--- src/design/plip_pkg.sv ---
`timescale 1ns / 1ps

package plip_pkg;

    // item kinds
    localparam logic [1:0] ACT_LOAD    = 2'd0;
    localparam logic [1:0] ACT_INTERP  = 2'd1;
    localparam logic [1:0] ACT_NEAREST = 2'd2;

    // configuration register indexes
    localparam int         CFG_IW          = 1;
    localparam logic [0:0] REG_NUM_POINTS  = 1'b0;
    localparam logic [0:0] REG_COORD_SCALE = 1'b1;

    // squared distance, 2^-32 units, and the search limit of 1e10
    localparam int              DIST_W     = 67;
    localparam logic [66:0]     DIST_LIMIT = 67'h2540BE40000000000;

    // shared multiplier operands and product
    typedef logic signed [33:0] t_mul_op;
    typedef logic signed [67:0] t_mul_prod;

    // normalize divider widths
    localparam int NUMER_W = 46;
    localparam int DENOM_W = 32;
    typedef logic [NUMER_W-1:0] t_numer;

endpackage

--- src/design/plip_mul.sv ---
`timescale 1ns / 1ps

module plip_mul (
    input  logic               i_clk,
    input  plip_pkg::t_mul_op  i_a,
    input  plip_pkg::t_mul_op  i_b,
    output plip_pkg::t_mul_prod o_p
);

    plip_pkg::t_mul_prod r_p;

    // registered signed product
    always_ff @(posedge i_clk) begin
        r_p <= i_a * i_b;
    end

    assign o_p = r_p;

endmodule

--- config.mk ---
export PLATFORM = sky130hd
export DESIGN_NAME = plip_mul
export DESIGN_NICKNAME = d
export VERILOG_FILES = /design/src/design/plip_pkg.sv /design/src/design/plip_mul.sv
export SDC_FILE = /design/constraint.sdc
export NUM_CORES = 2
export LEC_CHECK = 0
export BUFFER_PORTS_ARGS = -buffer_cell sky130_fd_sc_hd__buf_4
export CAP_MARGIN = 20
export CORE_ASPECT_RATIO = 1.75
export CORE_MARGIN = 2
export CORE_UTILIZATION = 65
export DETAILED_ROUTE_END_ITERATION = 7
export PLACE_DENSITY = 0.83
export SKIP_CTS_REPAIR_TIMING = 1
export SLEW_MARGIN = 10
export SYNTH_ARGS = -nofsm -noshare
export SYNTH_HDL_FRONTEND = slang
export SYNTH_SLANG_ARGS = --single-unit
--- constraint.sdc ---
create_clock -name i_clk -period 9.6 [get_ports i_clk]
set_clock_uncertainty 0.15 [all_clocks]
set_input_delay 0 -clock i_clk [delete_from_list [all_inputs] [get_ports i_clk]]
set_output_delay 0 -clock i_clk [all_outputs]
set_load 0.005 [all_outputs]
==> impl_metrics.tcl <==
set metrics [dict create \
    most-common-layout-cells "1241 x fa_1, 1231 x inv_1, 621 x and2_1" \
    die_y_microns 344 \
    wl_met1_microns 34100 \
    first_pass_iters 6 \
    path_class "in2reg" \
    wl_per_cell_microns 22.6 \
    cp_common_cell "fa_1" \
    clk_path_buf_depth 2 \
    async_flop_share 0 \
    largest_register_ffs 68 \
    slowest_delay_ns 0.77 \
    numPlacedInstances 5358 \
    synth_ff_type "dfxtp_1" \
    dr_wl_met3_microns 10400 \
    slowest_stage "fa_1" \
    detail-route-antenna-nets 0 \
    drive_gt1_frac 0.0443 \
    min_period_ns 8.10 \
    cts_tree "built" \
    core_sq_um 65500 \
    clock-sinks 68 \
    synth.yosys.warnings 0 \
    drc 0 \
    grt_usage 0.389 \
    gp_congestion 0.953 \
    htreeDepth 3 \
    hold_viol 0 \
    cp.buffers_inverters 5 \
    rows 124 \
    synth_edf_count 0 \
    overflow 0 \
    initial_core_util 0.657 \
    routed.top_layer "met4" \
    syn_avg_cell_area_sq_um 9.45 \
    crit_path_end "o_p[61]$_DFF_P_" \
    path_depth 25 \
    routed_via_density 5.82 \
    cts_root_buffer "clkbuf_16" \
    grt_max_degree 35 \
    hp-class "in2reg" \
    ios 137 \
    report.final.slew_viol_count 0 \
    yosysTopAreaCell "fa_1" \
    cp_max_fo 34 \
    cts_buffers 9 \
    finalSetupViolations 0 \
    place_ws_ns 1.18 \
    finish.utilization 0.683 \
    end_kind "register" \
    synthTopCellsByArea "fa_1 58%, inv_1 11%, and2_1 9.0%" \
    instances_no_fill 5383 \
    hpwl_microns 95600 \
    grt_pass1_wl_microns 195000 \
    yosysSeqAreaShare 0.0316 \
    routed_wirelength_microns 122000 \
    cts.clk_slew.worst_paths_ns 0.08 \
    syn-cell-area_sq_um 43000 \
    die_w_microns 198 \
    rsz0062_at_grt "no" \
    dieArea_sq_um 68400 \
    max_cap_viol_count 0 \
    fin_crit_sh 0.844 \
    antenna_found_initial 15 \
    netlist_instances 4554 \
    final_common_cell "fa_1" \
    synth_fp_nets 6068 \
    required_ns 9.73 \
    worst_pin_slew_ns 0.903 \
    critPathTopFamily "adder cells" \
    yosys.area.top_type_share 0.577 \
    vias 31300 \
    critPathArrivalTime_ns 8.23 \
    fmax_ghz 0.123 \
    worstSetupStartpoint "i_b[12]" \
    slew_headroom 0.392 \
    tns_ns 0 \
    setup_ws_ns 1.50 \
    status "completed" \
    drtIter0Drc 2334 \
    critPathLaunchType "primary input" \
    areaGrowthSynthToFinish_pct 3.93 \
    ys_seq_elements 68 \
    worstHoldStart "i_b[1]" \
    ys_types 69 \
    grt_pass1_vias 36800 \
    layout.nets 6004 \
    port_buffers 136 \
    wl_met2_microns 61900 \
]
worst min-delay path by stage:
stage,endpoint,slack (ns),cells after the start
floorplan,o_p[0]$_DFF_P_,-0.02,1
global placement,o_p[19],0.23,1
detailed placement,o_p[25],0.23,1
CTS,o_p[0]$_DFF_P_,-0.09,2
global route,o_p[1]$_DFF_P_,0.15,3
finish,o_p[1]$_DFF_P_,0.11,3
cells in the mapped netlist, types with 2 or more instances:
library cell / instances
fa_1: 1241
inv_1: 1231
and2_1: 621
nand2_1: 542
clkbuf_1: 214
ha_1: 204
dfxtp_1: 68
a21oi_1: 61
xnor2_1: 56
nor2_1: 54
a21o_1: 37
o21ai_0: 31
xor2_1: 23
nand2b_1: 20
o21bai_1: 12
nand3_1: 11
nand4_1: 11
nor2b_1: 9
a31oi_1: 7
o21ai_1: 7
a211oi_1: 6
and3_1: 5
nor3_1: 5
buf_4: 4
o21a_1: 4
or2_2: 4
a221oi_1: 3
and3_2: 3
o211ai_1: 3
o41ai_1: 3
o41ai_2: 3
a2111o_1: 2
a211o_1: 2
a21oi_2: 2
a31oi_2: 2
and2_2: 2
and4_1: 2
buf_1: 2
buf_2: 2
clkbuf_2: 2
nor2_2: 2
o21ai_2: 2
o221ai_1: 2
o31ai_4: 2
per-layer routing:
layer	up-vias	GRT usage
met3	877	0.0959
met1	16000	0.377
met2	1749	0.664
li1	12700	-
met4	0	0.385
met5	-	0
worst min-delay path, stage by stage:
cell and delay (ns):
buf_4 0.29, and2_1 0.20, ha_1 0.15
cells by family (layout without fill, tap and decap cells):
| group | count (synthesis) | after routing | share of synthesized area |
|---|---|---|---|
| flops | 68 | 68 | 0.0316 |
| fa+ha+maj | 1445 | 1445 | 0.637 |
| xor+xnor | 79 | 79 | 0.0161 |
| other cells | 0 | 6 | 0 |
| simple gates | 1296 | 1296 | 0.154 |
| compound gates | 206 | 206 | 0.0335 |
| buf+inv | 1460 | 1401 | 0.128 |
stage by stage:
| step | hold slack [ns] | area [sq um] |
|---|---|---|
| CTS | -0.0897 | 44700 |
| global route | 0.150 | 44700 |
| global placement | 0.228 | 44400 |
| finish | 0.112 | 44700 |
| floorplan | -0.0227 | 43000 |
| detailed placement | 0.229 | 44400 |
layout make-up:
class,instances,area [sq um]
tap,882,1100
timing repair buffer,153,1160
fill,4943,20800
clock inverter,7,85.1
antenna,6,15.0
multi-input combinational,3026,36100
sequential,68,1360
inverter,1232,4620
clock buffer,9,225
Power is not shown: default switching activity piles up to over one toggle a cycle in this logic, so the estimate is an artifact.
