## src/design/plip_pkg.sv

```systemverilog
`timescale 1ns / 1ps

package plip_pkg;

    // item kinds
    localparam logic [1:0] ACT_LOAD    = 2'd0;
    localparam logic [1:0] ACT_INTERP  = 2'd1;
    localparam logic [1:0] ACT_NEAREST = 2'd2;

    // configuration register indexes
    localparam int         CFG_IW          = 1;
    localparam logic [0:0] REG_NUM_POINTS  = 1'b0;
    localparam logic [0:0] REG_COORD_SCALE = 1'b1;

    // squared distance, 2^-32 units, and the search limit of 1e10
    localparam int              DIST_W     = 67;
    localparam logic [66:0]     DIST_LIMIT = 67'h2540BE40000000000;

    // shared multiplier operands and product
    typedef logic signed [33:0] t_mul_op;
    typedef logic signed [67:0] t_mul_prod;

    // normalize divider widths
    localparam int NUMER_W = 46;
    localparam int DENOM_W = 32;
    typedef logic [NUMER_W-1:0] t_numer;

endpackage

```

## src/design/plip_div.sv

```systemverilog
`timescale 1ns / 1ps

module plip_div (
    input  logic                             i_clk,
    input  logic                             i_rst_n,
    input  logic                             i_start,
    input  plip_pkg::t_numer                 i_numer,
    input  logic [plip_pkg::DENOM_W-1:0]     i_denom,
    output logic                             o_done,
    output logic [15:0]                      o_quot
);

    localparam int         NW        = plip_pkg::NUMER_W;
    localparam int         DW        = plip_pkg::DENOM_W;
    localparam logic [5:0] LAST_STEP = 6'(NW - 1);

    logic          r_busy;
    logic          r_done;
    logic [5:0]    r_cnt;
    logic [NW-1:0] r_n;
    logic [DW-1:0] r_d;
    logic [DW:0]   r_rem;
    logic [DW:0]   rem_s;
    logic          ge;

    // restoring division, one quotient bit per cycle
    assign rem_s = {r_rem[DW-1:0], r_n[NW-1]};
    assign ge    = (rem_s >= {1'b0, r_d});

    always_ff @(posedge i_clk) begin
        if (!i_rst_n) begin
            r_busy <= 1'b0;
            r_done <= 1'b0;
            r_cnt  <= '0;
        end else begin
            r_done <= 1'b0;
            if (i_start) begin
                r_busy <= 1'b1;
                r_cnt  <= '0;
                r_n    <= i_numer;
                r_d    <= i_denom;
                r_rem  <= '0;
            end else if (r_busy) begin
                r_n   <= {r_n[NW-2:0], ge};
                r_rem <= ge ? (rem_s - {1'b0, r_d}) : rem_s;
                r_cnt <= r_cnt + 6'd1;
                if (r_cnt == LAST_STEP) begin
                    r_busy <= 1'b0;
                    r_done <= 1'b1;
                end
            end
        end
    end

    assign o_done = r_done;
    assign o_quot = r_n[15:0];

endmodule

```

## config.mk

```make
export PLATFORM = sky130hd
export DESIGN_NAME = plip_div
export DESIGN_NICKNAME = d
export VERILOG_FILES = /design/src/design/plip_pkg.sv /design/src/design/plip_div.sv
export SDC_FILE = /design/constraint.sdc
export NUM_CORES = 1
export LEC_CHECK = 0
export ABC_AREA = 1
export BUFFER_PORTS_ARGS = -buffer_cell sky130_fd_sc_hd__buf_2
export CORE_MARGIN = 5
export CORE_UTILIZATION = 52
export DETAILED_ROUTE_END_ITERATION = 8
export PLACE_DENSITY = 0.8
export SYNTH_ARGS = -nofsm -noshare
export SYNTH_HDL_FRONTEND = slang
export SYNTH_SLANG_ARGS = --single-unit
```

## constraint.sdc

```tcl
create_clock -name i_clk -period 2.6 [get_ports i_clk]
set_input_delay 0.39 -clock i_clk [delete_from_list [all_inputs] [get_ports i_clk]]
set_output_delay 0.39 -clock i_clk [all_outputs]
set_load 0.01 [all_outputs]
```

==> flow_summary.toml <==
[worst_hold_path]
holdPathStages = 1
hold_start = "i_denom[7]"
min_to = "r_d[7]"
worstHoldPathType = "in2reg"

[synthesis]
synth_area_um2 = 7850
synth_top_area_cell = "edfxtp_1"
synth_top_area_share_pct = 42.1
synth_fp_nets = 1168
avgSynthCellArea_um2 = 7.46
synth_area_leaders = "edfxtp_1 (42%), nand2_1 (21%), inv_1 (8.2%)"
ys_ff_latch = 118
synth_cells = 1052
yosys_warnings = 0
ys_seq_area_share_pct = 44.1
yosysUniqueCellTypes = 38

[timing]
slew_violations = 0
fin_crit_sh_pct = 91.8
setup_violations = 0
period_minus_slack_ns = 2.39
finalHoldViolations = 0
max_freq_ghz = 0.419
rsz0062_at_grt = "false"
relSlewSlack_pct = 67.1
skew_ns = 0.0114
worstMarginPinSlew_ns = 0.493
finalSetupTns_ns = 0

[pwr]
ir_worst_vdd_v = 0.000510
fin_total_pwr_w = 0.00651
p_leak_nw = 4.72
powerDensity_nw_per_um2 = 724

[finish]
drive_gt1_share_pct = 16.0
syn_to_final_growth_pct = 14.6
diodes = 0
nets = 1256
fillers = 1326
multi_input_area_um2 = 3470
seq_area_um2 = 3460

[detailed_routing]
drt-total-wl_mm = 18.6
first_pass_iters = 5
topRoutingLayerUsed = "met4"
drc = 0
avgRoutedWirePerCell_um = 13.9
routed-wl-met3_mm = 1.29
routed-via-count = 6565
via_per_inst = 4.91
ant_nets = 0
wl_met2_mm = 8.59
drt_iter0_markers = 485
m1WireLength_mm = 8.38

[cts]
cts_hold_buf = 0
clock-sinks = 118
postCtsSetupBuffers = 0
cts_resized = 0
ctsLongestPathBuffers = 2
cts_root_buffer = "clkbuf_16"
htreeDepth = 4
numCtsBuffers = 17
path_clk_slew_ns = 0.07
tritoncts = "done"
clk_latency_ns = 0.43

[placed_design]
portBuffers = 97
dpl.hpwl_mm = 13.8
routabilityCongestion = 0.917

[setup_path]
arrival_ns = 2.56
reg2reg_to = "r_rem[27]"
rr_startpoint = "r_rem[18]"
required_ns = 2.78
ff2ff_path_depth = 12
worstPathMaxFanout = 25
start_kind = "flip-flop"
r2r_slack_ns = 0.21
cp-end-kind = "flip-flop"
crit_type = "reg2reg"

[die]
core_um2 = 14600
fp-row-count = 44
io_pins = 98
die_area_um2 = 17600
die_height_um = 133
initial_utilization_pct = 53.6
die_w_um = 133

[global_route]
grt_pass1_vias = 6456
track_usage_pct = 22.0
overflow = 0
grt_pass1_wl_mm = 31.0
grt_max_degree = 63
antenna_found_initial = 0

[outcome]
status = "finished clean"

[job]
max-cap-violations = 0
-- worst max-delay path: stages, from the launching register on --
cell	delay (ns)
edfxtp_1	0.39
ha_1	0.41
nand2_1	0.15
nor2_2	0.19
nand2_1	0.11
nor2_2	0.16
nand2_1	0.08
nand3_2	0.09
inv_4	0.05
nand2_8	0.14
inv_6	0.14
nor2_1	0.16
nor2_1	0.05
-- cell usage after synthesis, drive strengths merged --
master	instances
nor3b	3
xnor2	1
inv	176
xor2	14
a21oi	20
and2	9
nand3	32
clkinv	1
edfxtp	110
nand3b	23
ha	34
o21ai	2
a211oi	1
a21o	2
dfxtp	8
nand4	6
nor2	113
o21a	1
a31oi	1
fa	1
buf	30
clkbuf	8
nor3	9
or2	1
nand2	446
-- cell usage in the layout, fill, tap and decap left out, types with 20 or more instances in the layout --
| cell | synthesis | routed |
|---|---|---|
| nand2_1 | 436 | 435 |
| nor2_1 | 89 | 89 |
| a21oi_1 | 20 | 20 |
| edfxtp_1 | 110 | 110 |
| ha_1 | 34 | 34 |
| buf_2 | 4 | 97 |
| nand3_1 | 30 | 30 |
| nor2_2 | 24 | 24 |
| nand3b_1 | 23 | 23 |
| inv_1 | 172 | 172 |
-- kinds of logic after synthesis --
kind of cell	count (synthesis)	synth area share, %
and+or+nand+nor	642	34.9
buffers and inverters	215	11.7
adders and majority gates	35	5.68
DFF	118	44.1
AOI/OAI and AO/OA	27	1.91
xor gates and xnor gates	15	1.67
-- layout make-up --
type	count	share of cell area (%)
timing repair buffer	107	6.37
tap	184	2.56
clock inverter	15	1.73
clock buffer	17	4.73
sequential	118	38.5
inverter	177	7.47
multi-input combinational	719	38.6
-- worst max path at each step --
stage | endpoint | cells after the start | start
floorplan | r_rem[28] | 11 | r_rem[23]
global placement | r_rem[26] | 10 | r_rem[6]
detailed placement | r_rem[27] | 12 | r_rem[22]
CTS | r_rem[27] | 12 | r_rem[18]
global route | r_rem[27] | 12 | r_rem[18]
finish | r_rem[27] | 12 | r_rem[18]
-- power by group --
part	total [W]	leakage (nW)	switching [W]	internal, W
Clock	0.00231	0.283	0.00103	0.00128
Sequential	0.00239	1.13	0.0000772	0.00232
Combinational	0.00181	3.30	0.00118	0.000634
Total	0.00651	4.72	0.00228	0.00423
-- sequential cells by signal, indices dropped and copies added (netlist names) --
name    cells
o_done      1
r_busy      1
r_cnt       6
r_d        32
r_n        46
r_rem      32
-- per-stage QoR --
step | util (%) | hold slack [ns] | instances | worst slack (ns) | instance area, µm²
3_3_place_gp | 57.4 | 0.488 | 1305 | 0.240 | 8410
2_1_floorplan | - | 0.470 | 1052 | 0.601 | 7850
4_1_cts | 61.4 | 0.123 | 1337 | 0.237 | 8990
6_report | 61.4 | 0.137 | 1337 | 0.214 | 8990
3_5_place_dp | 57.4 | 0.501 | 1305 | 0.250 | 8410
5_1_grt | 61.4 | 0.117 | 1337 | 0.00474 | 8990
-- routing by layer --
metal | track usage [%] | up-vias
met5 | 0 | -
met1 | 28.2 | 2944
met2 | 36.2 | 183
met3 | 6.34 | 29
met4 | 6.76 | 0
li1 | - | 3409
(Power assumes the default switching activity.)
