[config.mk]
export PLATFORM = sky130hd
export DESIGN_NAME = plip_sqrt
export DESIGN_NICKNAME = d
export VERILOG_FILES = /design/src/design/plip_sqrt.sv
export SDC_FILE = /design/constraint.sdc
export NUM_CORES = 1
export LEC_CHECK = 0
export ABC_AREA = 1
export BUFFER_PORTS_ARGS = -buffer_cell sky130_fd_sc_hd__buf_2
export CAP_MARGIN = 20
export CORE_MARGIN = 5
export CORE_UTILIZATION = 54
export CTS_BUF_LIST = sky130_fd_sc_hd__clkbuf_16
export DETAILED_ROUTE_END_ITERATION = 7
export GPL_TIMING_DRIVEN = 0
export PLACE_DENSITY = 0.9
export SLEW_MARGIN = 5
export SYNTH_ARGS = -nofsm -noshare
export SYNTH_HDL_FRONTEND = slang
export SYNTH_SLANG_ARGS = --single-unit
[constraint.sdc]
create_clock -name i_clk -period 9.3 [get_ports i_clk]
set_clock_uncertainty 0.1 [all_clocks]
set_input_delay 1.395 -clock i_clk [delete_from_list [all_inputs] [get_ports i_clk]]
set_output_delay 1.395 -clock i_clk [all_outputs]
set_load 0.01 [all_outputs]
[src/design/plip_sqrt.sv]
`timescale 1ns / 1ps

module plip_sqrt (
    input  logic        i_clk,
    input  logic        i_rst_n,
    input  logic        i_start,
    input  logic [63:0] i_radicand,
    output logic        o_done,
    output logic [31:0] o_root
);

    localparam logic [4:0] LAST_STEP = 5'd31;

    logic        r_busy;
    logic        r_done;
    logic [4:0]  r_cnt;
    logic [63:0] r_x;
    logic [35:0] r_rem;
    logic [31:0] r_root;
    logic [35:0] rem_s;
    logic [35:0] trial;
    logic        ge;

    // one result bit per cycle, two radicand bits shifted in
    assign rem_s = {r_rem[33:0], r_x[63:62]};
    assign trial = {2'b00, r_root, 2'b01};
    assign ge    = (rem_s >= trial);

    always_ff @(posedge i_clk) begin
        if (!i_rst_n) begin
            r_busy <= 1'b0;
            r_done <= 1'b0;
            r_cnt  <= '0;
        end else begin
            r_done <= 1'b0;
            if (i_start) begin
                r_busy <= 1'b1;
                r_cnt  <= '0;
                r_x    <= i_radicand;
                r_rem  <= '0;
                r_root <= '0;
            end else if (r_busy) begin
                r_x    <= {r_x[61:0], 2'b00};
                r_rem  <= ge ? (rem_s - trial) : rem_s;
                r_root <= {r_root[30:0], ge};
                r_cnt  <= r_cnt + 5'd1;
                if (r_cnt == LAST_STEP) begin
                    r_busy <= 1'b0;
                    r_done <= 1'b1;
                end
            end
        end
    end

    assign o_done = r_done;
    assign o_root = r_root;

endmodule

==> metrics.cfg, run 1 <==
[status]
status=completed

[yosys]
ys_types=30
yosysMostFrequentCell=nand2_1
synth_mux_area_share_pct=0
synthSimpleGateAreaFrac_pct=34.36
synthArstFlopShare_pct=0
netlist_instances=1156
postSynthAreaPerCell_um2=7.348
synth_nets=1259
synth_area_um2=8494
synth_flop_cell=edfxtp_1
ys_top_cells_by_count=540 x nand2_1, 165 x inv_1, 137 x nor2_1
synthTopCellsByArea=edfxtp_1 46%, nand2_1 24%, inv_1 7.3%, nor2_1 6.1%, ha_1 5.3%
yosys.area.top_type=edfxtp_1
yosys.area_share.adder_pct=5.303
synth_top_family_by_area=simple AND/OR/NAND/NOR gates
synth-edff-count=130
synth_compound_area_share_pct=1.871
ys_ff_latch=137
synthXorXnorAreaFrac_pct=1.856
yosysTopAreaCellShare_pct=45.96
yosysSeqAreaShare_pct=47.61
ys_warn_count=0

[clock_tree]
cts-hold-fix-buffers=0
cts_resized=0
clkSinkCount=137
post_cts_buffers=0
cts_buffers=17
cts_buffer_depth=2
cts_tree=yes
clk_pin_slew_ns=0.06
root_buffer=clkbuf_16
clock_latency_ns=0.43
htreeDepth=4

[floorplanning]
die-area_um2=18340
core_region_area_um2=15310
initial_utilization_pct=55.47
row_count=45
die_h_um=135.4
io_pins=100
die_w_um=135.4

[timing]
tightest_slew_ns=0.8527
maxSlewViolCount=0
post-route-period-util_pct=34.46
maxSlewHeadroom_pct=43.15
max_freq_mhz=312.0
setup_violations=0
period_minus_slack_ns=3.205
finalHoldViolations=0
rsz0062_at_grt=false
fin_hold_ws_ns=0.4109
fin_setup_tns_ns=0

[cells_and_area]
fillCellCount=1362
insertedDiodeCount=0
regArea_um2=4044
multiInputGateArea_um2=3697
final_layout_size_suffix_gt1_share_pct=11.77
fin_area_um2=9997
area_delta_synth_final_pct=17.69
num-nets-final=1381

[grt]
antenna_found_initial=1
grt_pass1_wl_um=34240
grt_overflow=0
grt_max_degree=30
track_usage_pct=23.58
grt_pass1_vias=7271

[route]
wl_per_cell_um=13.87
ant_nets=0
via_per_inst=4.982
drt_iter0_drc=485
via_count=7483
post-route-drc-count=0
dr.pass1.iters=6
drt_wl_total_um=20830

[setup_path]
cp-end-kind=flop
path_class=in -> reg
critPathMaxFanout=27
cp-start-kind=input pin
critPathRequiredTime_ns=9.32
cp.arrival_ns=3.23
r2r_slack_ns=6.72

[power]
cellLeakagePower_uw=0.005172
ir_drop_mv=0.1393
powerDensity_nw_per_um2=190.1

[hold_path]
min_path_type=reg -> reg

[placement]
hpwl_um=16210
gp_congestion=0.9723
place.port_buffers=98
placed_cell_area_um2=9383

[flow_run]
max_cap_violations=0

-- area by class of cell --
| type | count | area share, % |
|---|---|---|
| Multi-Input combinational cell | 823 | 36.98 |
| Clock inverter | 15 | 1.890 |
| Inverter | 167 | 6.270 |
| Tap cell | 211 | 2.641 |
| Sequential cell | 137 | 40.45 |
| Buffer | 29 | 1.377 |
| Timing Repair Buffer | 103 | 6.133 |
| Clock buffer | 17 | 4.255 |
-- flip-flops by register name, indices dropped and copies added (netlist names) --
register and cells:
r_x 64, r_rem 34, o_root 32, r_cnt 5, o_done 1, r_busy 1
-- placed cells by master (no fill, tap or decap), types with 5 or more instances in the layout --
| cell | instances |
|---|---|
| edfxtp_1 | 130 |
| nand2_1 | 540 |
| inv_1 | 165 |
| buf_2 | 103 |
| clkbuf_1 | 19 |
| xnor2_1 | 16 |
| nor2_1 | 137 |
| nand4_1 | 5 |
| clkbuf_16 | 17 |
| nand3b_1 | 11 |
| a21oi_1 | 23 |
| dfxtp_1 | 7 |
| ha_1 | 36 |
| nor3_1 | 14 |
| nand3_1 | 18 |
-- path summary, 6_finish.rpt --
path	from	endpoint	cells past startpoint
setup / recovery	i_start	r_x[52]	6
hold / removal	r_x[55]	r_x[57]	2
setup reg to reg	r_rem[13]	r_rem[25]	13
hold reg to reg	r_x[55]	r_x[57]	2
-- power by group --
| group | internal (µW) | total [µW] | leakage [µW] | switching, µW |
|---|---|---|---|---|
| Sequential | 736 | 755 | 0.00132 | 19.5 |
| Combinational | 154 | 435 | 0.00356 | 281 |
| Clock | 427 | 711 | 0.000296 | 283 |
-- routing by layer --
| metal | global-route usage (%) | up-vias | share of wire (%) |
|---|---|---|---|
| li1 | - | 3810 | - |
| met1 | 28.98 | 3383 | 42 |
| met5 | 0 | - | 0.062 |
| met3 | 5.423 | 33 | 7.7 |
| met2 | 41.32 | 255 | 48 |
| met4 | 7.223 | 2 | 2.1 |
-- critical path, stage by stage --
cell and delay [ns]:
clkbuf_1 0.37, inv_2 0.21, a21oi_4 0.56, buf_16 0.25
buf_16 0.19, buf_12 0.20
-- kinds of logic after synthesis --
kind of cell | count (synthesis)
DFF | 137
and+or+nand+nor | 739
xor gates and xnor gates | 18
AOI/OAI and AO/OA | 30
adders and majority gates | 36
buffers and inverters | 196
-- per-stage QoR --
| stage | instances | total power, µW | utilization (%) | setup WS, ns |
|---|---|---|---|---|
| 2_1_floorplan | 1156 | 1081 | - | 0.4852 |
| 5_1_grt | 1502 | 1997 | 65.28 | 5.977 |
| 6_report | 1502 | 1901 | 65.28 | 6.095 |
| 3_3_place_gp | 1465 | 1186 | 60.39 | -2.071 |
| 3_5_place_dp | 1470 | 1197 | 61.27 | 5.691 |
| 4_1_cts | 1502 | 1905 | 65.28 | 6.085 |
No activity file was read; power rests on OpenSTA's default activity.
==> run 2: changes to the inputs <==
--- a/config.mk
+++ b/config.mk
@@ -9,11 +9,11 @@
 export BUFFER_PORTS_ARGS = -buffer_cell sky130_fd_sc_hd__buf_2
 export CAP_MARGIN = 20
 export CORE_MARGIN = 5
-export CORE_UTILIZATION = 54
+export CORE_UTILIZATION = 55
 export CTS_BUF_LIST = sky130_fd_sc_hd__clkbuf_16
 export DETAILED_ROUTE_END_ITERATION = 7
 export GPL_TIMING_DRIVEN = 0
-export PLACE_DENSITY = 0.9
+export PLACE_DENSITY = 0.88
 export SLEW_MARGIN = 5
 export SYNTH_ARGS = -nofsm -noshare
 export SYNTH_HDL_FRONTEND = slang
==> constraint.sdc (replaced) <==
create_clock -name i_clk -period 3.06 [get_ports i_clk]
set_clock_uncertainty 0.1 [all_clocks]
set_input_delay 0.459 -clock i_clk [delete_from_list [all_inputs] [get_ports i_clk]]
set_output_delay 0.459 -clock i_clk [all_outputs]
set_load 0.01 [all_outputs]
==> run 2 against run 1 <==
  * Global-route usage rose by 0.50 points
  * Worst hold slack worse by 0.21 ns
  * Register-to-register slack lost 6.2 ns
  * Core utilization rose by 0.16 points
  * First-iteration DRC count is 13% higher
  * Final area fell by 0.49%
  * Count of clock-buffer cells in the layout unchanged
  * Die area shrank 1.7%
  * Critical path depth rose by 5
  * Routed wire length increased by 0.81%
  * Sequential share of layout area grew 0.20 points
  * Clock power grew to 3.0 times the previous value
  * Largest cell class unchanged
  * Highest routed layer is now met4
==> metrics.cfg, run 2 (synthesis gave the netlist of run 1 again) <==
[cells_and_area]
largest_register=r_x
area_delta_synth_final_pct=17.12
final_layout_size_suffix_gt1_share_pct=11.71  ; -0.068 points
fin_area_um2=9948  ; -0.49%
final_cell_mix=540 x nand2_1, 167 x inv_1, 137 x nor2_1
num-nets-final=1380  ; -0.072%
insertedDiodeCount=0  ; unchanged
fillCellCount=1275  ; -6.4%
largest_register_ff_count=64  ; unchanged
mostFrequentLayoutCell=nand2_1

[hold_path]
min_path_type=in -> reg
hold_depth=3  ; +1
worst_hold_startpoint=i_radicand[16]
min_to=r_x[16]

[timing]
maxSlewHeadroom_pct=40.35  ; -2.8 points
fin_hold_ws_ns=0.1963  ; -0.2146 ns
finalHoldViolations=0  ; unchanged
post-route-period-util_pct=84.24
max_freq_mhz=387.9
period_minus_slack_ns=2.578
maxSlewViolCount=0  ; unchanged
layout_setup_ws_ns=0.4823  ; -5.613 ns
rsz0062_at_grt=false
setup_violations=0  ; unchanged
tightest_slew_ns=0.8927  ; +0.03997 ns

[setup_path]
worstRegToRegCells=11  ; -2
critPathMaxFanout=10  ; -63%
cp_slowest_cell=edfxtp_1
worstReg2RegStart=r_rem[21]
regToRegEndpoint=r_rem[25]
crit_chain=ha_1 -> nand2_1 -> nor2_1 -> nand2_1 -> nor3_2 -> nand3_1 -> nand4_2 -> buf_2 -> nand2_1 -> nand2_1 -> nor2_1
slowest_delay_ns=0.41  ; -0.15 ns
r2r_slack_ns=0.48  ; -6.24 ns
cp-start-kind=flop
critPathRequiredTime_ns=3.14  ; -6.18 ns
cp-end-kind=flop
path_class=reg -> reg
cp.arrival_ns=2.66  ; -0.57 ns
crit_top_cell=nand2_1

[clock_tree]
cts_buffer_depth=2  ; unchanged
cts_resized=0  ; unchanged
cts-hold-fix-buffers=0  ; unchanged
root_buffer=clkbuf_16
clkSinkCount=137  ; unchanged
clk_pin_slew_ns=0.06  ; about the same
cts_tree=yes
post_cts_buffers=0  ; unchanged
htreeDepth=4  ; unchanged
clock_latency_ns=0.43  ; about the same
cts_buffers=17  ; unchanged

[floorplanning]
initial_utilization_pct=55.88  ; +0.41 points
die_w_um=134.3  ; -0.85%
core_region_area_um2=15200  ; -0.74%
die_h_um=134.3  ; -0.85%
row_count=45  ; unchanged
io_pins=100  ; unchanged
die-area_um2=18030  ; -1.7%

[route]
dr.pass1.iters=5  ; -1
via_count=7553  ; +0.94%
ant_nets=0  ; unchanged
wl_per_cell_um=14.21  ; +2.4%
drt_iter0_drc=548  ; +13%
drt_wl_total_um=21000  ; +0.81%
via_per_inst=5.110  ; +2.6%
post-route-drc-count=0  ; unchanged

[placement]
gp_congestion=0.9551  ; -1.8%
hpwl_um=15730  ; -2.9%
pre_cts_ws_ns=0.5262  ; -5.165 ns
placed_cell_area_um2=9345  ; -0.40%
place.port_buffers=98  ; unchanged

[grt]
grt_pass1_vias=7439  ; +2.3%
antenna_found_initial=0  ; -1
grt_pass1_wl_um=34560  ; +0.93%
track_usage_pct=24.08  ; +0.50 points
grt_max_degree=31  ; +3.3%
grt_overflow=0  ; unchanged

[power]
cellLeakagePower_uw=0.005171  ; about the same
ir_drop_mv=0.4228  ; +200%
powerDensity_nw_per_um2=577.7  ; +200%

[status]
status=completed

[flow_run]
max_cap_violations=0  ; unchanged

## run 2: cell count changes in the layout (fill, tap and decap cells not counted), sizes merged
cell and change:
buf -1
## run 2: cell type report
cell class,instances,area [µm²],area share [%]
clock buffer,17,425.4,4.276
sequential,137,4044,40.65
inverter,167,631.9,6.351
buffer,29,158.9,1.597
clock inverter,15,177.7,1.786
tap,188,235.2,2.364
timing repair buffer,102,578.1,5.811
multi-input combinational,823,3697,37.17
## run 2: worst max-delay path, delay by kind of cell (launching register included)
kind                     cells  cell delay, ns
adder cells (fa/ha/maj)      1            0.38
flip-flops                   1            0.41
buffers and inverters        1            0.27
AND/OR/NAND/NOR              9            1.18
## run 2: how the worst max path moves through the flow
stage | slack [ns] | to | cells after the start | start
2_1_floorplan | -0.31 | o_root[0] | 3 | i_start
3_3_place_gp | -1.12 | o_root[22] | 3 | i_start
3_5_place_dp | 0.53 | r_rem[26] | 11 | r_rem[18]
4_1_cts | 0.51 | r_rem[26] | 11 | r_rem[21]
5_1_grt | 0.23 | r_rem[31] | 17 | r_rem[0]
6_report | 0.48 | r_rem[25] | 11 | r_rem[21]
## run 2: metrics by stage
step | utilization, % | TNS [ns] | total power (µW) | std cells
floorplan | - | -40.77 | 3271 | 1156
global placement | 60.90 | -145.78 | 3591 | 1442
detailed placement | 61.47 | 0 | 3632 | 1446
CTS | 65.44 | 0 | 5762 | 1478
global route | 65.44 | 0 | 6033 | 1478
finish | 65.44 | 0 | 5747 | 1478
## run 2: where the power goes
group | switching [µW] | internal [µW]
clock network | 844 | 1290
logic | 857 | 464
registers | 59.0 | 2240
total | 1760 | 3990
## run 2: metal layers
layer  global-route usage [%]  vias up  wire (µm)
met5                        0        -          0
met4                    10.29        0        736
met3                    5.776       59       1462
met2                    40.50      286       9890
met1                    29.70     3401       8914
li1                         -     3807          -
==> run 3: changes to the inputs <==
==> constraint.sdc (replaced) <==
create_clock -name i_clk -period 2.4 [get_ports i_clk]
set_clock_uncertainty 0.1 [all_clocks]
set_input_delay 0.36 -clock i_clk [delete_from_list [all_inputs] [get_ports i_clk]]
set_output_delay 0.36 -clock i_clk [all_outputs]
set_load 0.01 [all_outputs]
==> run 3 against run 2 <==
  * The flow now finishes with violations (negative setup slack)
  * Combinational power grew 65%
  * Core utilization grew 7.7 points
  * Global-route usage grew 1.1 points
  * Largest cell class is now multi-input combinational cells
==> metrics.cfg, run 3 (synthesis gave the netlist of run 1 again) <==
[timing]
layout_setup_ws_ns=-0.08327  ; -0.5656 ns
finalHoldViolations=0  ; unchanged
maxSlewViolCount=0  ; unchanged
setup_violations=7  ; +7
rsz0062_at_grt=true
max_freq_mhz=402.7  ; +3.8%
tightest_slew_ns=0.8999  ; +0.007192 ns
maxSlewHeadroom_pct=39.87  ; -0.48 points
period_minus_slack_ns=2.483  ; -0.09445 ns
fin_setup_tns_ns=-0.1633  ; -0.1633 ns
post-route-period-util_pct=103.5  ; +19 points

[route]
via_count=7982  ; +5.7%
dr_wl_met3_um=1761  ; +20%
drt_wl_total_um=23440  ; +12%
ant_nets=0  ; unchanged
dr_wl_met2_um=11540  ; +17%
wl_per_cell_um=15.33  ; +7.9%
highest_layer=met4
drt_iter0_drc=653  ; +19%
wl_met1_um=9401  ; +5.5%
post-route-drc-count=0  ; unchanged
dr.pass1.iters=5  ; unchanged
via_per_inst=5.220  ; +2.2%

[cells_and_area]
insertedDiodeCount=0  ; unchanged
mostFrequentLayoutCell=nand2_1
area_delta_synth_final_pct=30.95
largest_register_ff_count=64  ; unchanged
final_cell_mix=491 x nand2_1, 139 x inv_1, 130 x edfxtp_1
largest_register=r_x
num-nets-final=1431  ; +3.7%
final_layout_size_suffix_gt1_share_pct=25.80  ; +14 points

[floorplanning]
die_w_um=134.3  ; unchanged
initial_utilization_pct=55.88  ; unchanged
die-area_um2=18030  ; unchanged
core_region_area_um2=15200  ; unchanged
die_h_um=134.3  ; unchanged
io_pins=100  ; unchanged
row_count=45  ; unchanged

[setup_path]
cp.arrival_ns=2.57  ; -0.09 ns
critPathRequiredTime_ns=2.48  ; -0.66 ns
r2r_slack_ns=-0.08  ; -0.57 ns
path_class=reg -> reg
cp-start-kind=flop
critPathMaxFanout=5  ; -5
worstReg2RegStart=r_rem[13]
worstRegToRegCells=13  ; +2
worstSetupEndpoint=r_rem[23]
regToRegEndpoint=r_rem[23]
cp-startpoint=r_rem[13]
cp-end-kind=flop

[grt]
grt_overflow=0  ; unchanged
grt_pass1_wl_um=36110  ; +4.5%
track_usage_pct=25.21  ; +1.1 points
antenna_found_initial=0  ; unchanged
grt_max_degree=31  ; unchanged
grt_pass1_vias=7762  ; +4.3%

[status]
violations=negative setup slack
status=finished, violations left

[power]
total_power_uw=7874  ; +37%
ir_drop_mv=0.5366  ; +27%
cellLeakagePower_uw=0.005487  ; +6.1%
powerDensity_nw_per_um2=707.9  ; +23%

[clock_tree]
cts_buffers=17  ; unchanged
clock_latency_ns=0.44  ; about the same
cts_buffer_depth=2  ; unchanged
cts-hold-fix-buffers=0  ; unchanged
root_buffer=clkbuf_16
clkSinkCount=137  ; unchanged
htreeDepth=4  ; unchanged
clk_pin_slew_ns=0.06  ; about the same
cts_tree=yes

[placement]
hpwl_um=15730  ; unchanged
pre_cts_ws_ns=-0.1338  ; -0.6600 ns
gp_congestion=0.9551  ; unchanged
place.port_buffers=98  ; unchanged

[flow_run]
max_cap_violations=0  ; unchanged

[hold_path]
min_path_type=in -> reg

run 3: power breakdown:
group | switching [µW] | internal, µW | total [µW]
clock | 1100 | 1640 | 2730
combinational | 1280 | 895 | 2180
sequential | 106 | 2850 | 2960
run 3: metal layers:
layer	up-vias	GRT usage (%)
met5	-	0
met1	3692	30.06
li1	3903	-
met3	63	6.377
met4	0	10.75
met2	324	43.35
run 3: worst max-delay path, stage by stage (launching register included):
cell      delay, ns
edfxtp_1       0.48
ha_4           0.35
nand2_4        0.07
nor2_4         0.16
nand2_1        0.11
nor2_2         0.15
nand3_2        0.11
nand4_4        0.14
buf_6          0.14
buf_12         0.12
buf_6          0.10
nand2_1        0.07
nand2_1        0.09
nor2_1         0.05
run 3: worst min-delay path by stage:
stage / startpoint / end / slack, ns / cells after the start
5_1_grt: i_radicand[27] / r_x[27] / 0.1 / 3
4_1_cts: i_radicand[19] / r_x[19] / 0.08 / 3
2_1_floorplan: r_cnt[4] / r_cnt[4] / 0.35 / 2
3_5_place_dp: r_cnt[4] / r_cnt[4] / 0.36 / 2
6_report: i_radicand[16] / r_x[16] / 0.1 / 3
3_3_place_gp: r_cnt[4] / r_cnt[4] / 0.35 / 2
run 3: final cells by class:
type                    count  area (µm²)
fillers                  1081        4079
inverters                 167       631.9
multi-input cells         823        4434
clock buffers              17       425.4
well taps                 188       235.2
plain buffers              28       171.4
flip-flops and latches    137        4045
clock inverters            15       177.7
repair buffers            154        1002
run 3: metrics by stage:
| stage | hold WS [ns] | cell area (µm²) | utilization [%] | instances |
|---|---|---|---|---|
| after global placement | 0.3538 | 9258 | 60.90 | 1442 |
| after floorplan | 0.3453 | 8532 | - | 1156 |
| final | 0.09553 | 11120 | 73.17 | 1529 |
| after CTS | 0.08465 | 10480 | 68.92 | 1495 |
| after global routing | 0.09644 | 11120 | 73.17 | 1529 |
| after detailed placement | 0.3633 | 9345 | 61.47 | 1446 |
run 3: repair_timing:
action,in CTS,in global routing
resized for setup,72,108
setup endpoints to repair,34,38
buffers inserted,17,34
pin swaps,16,34
cloned,0,1
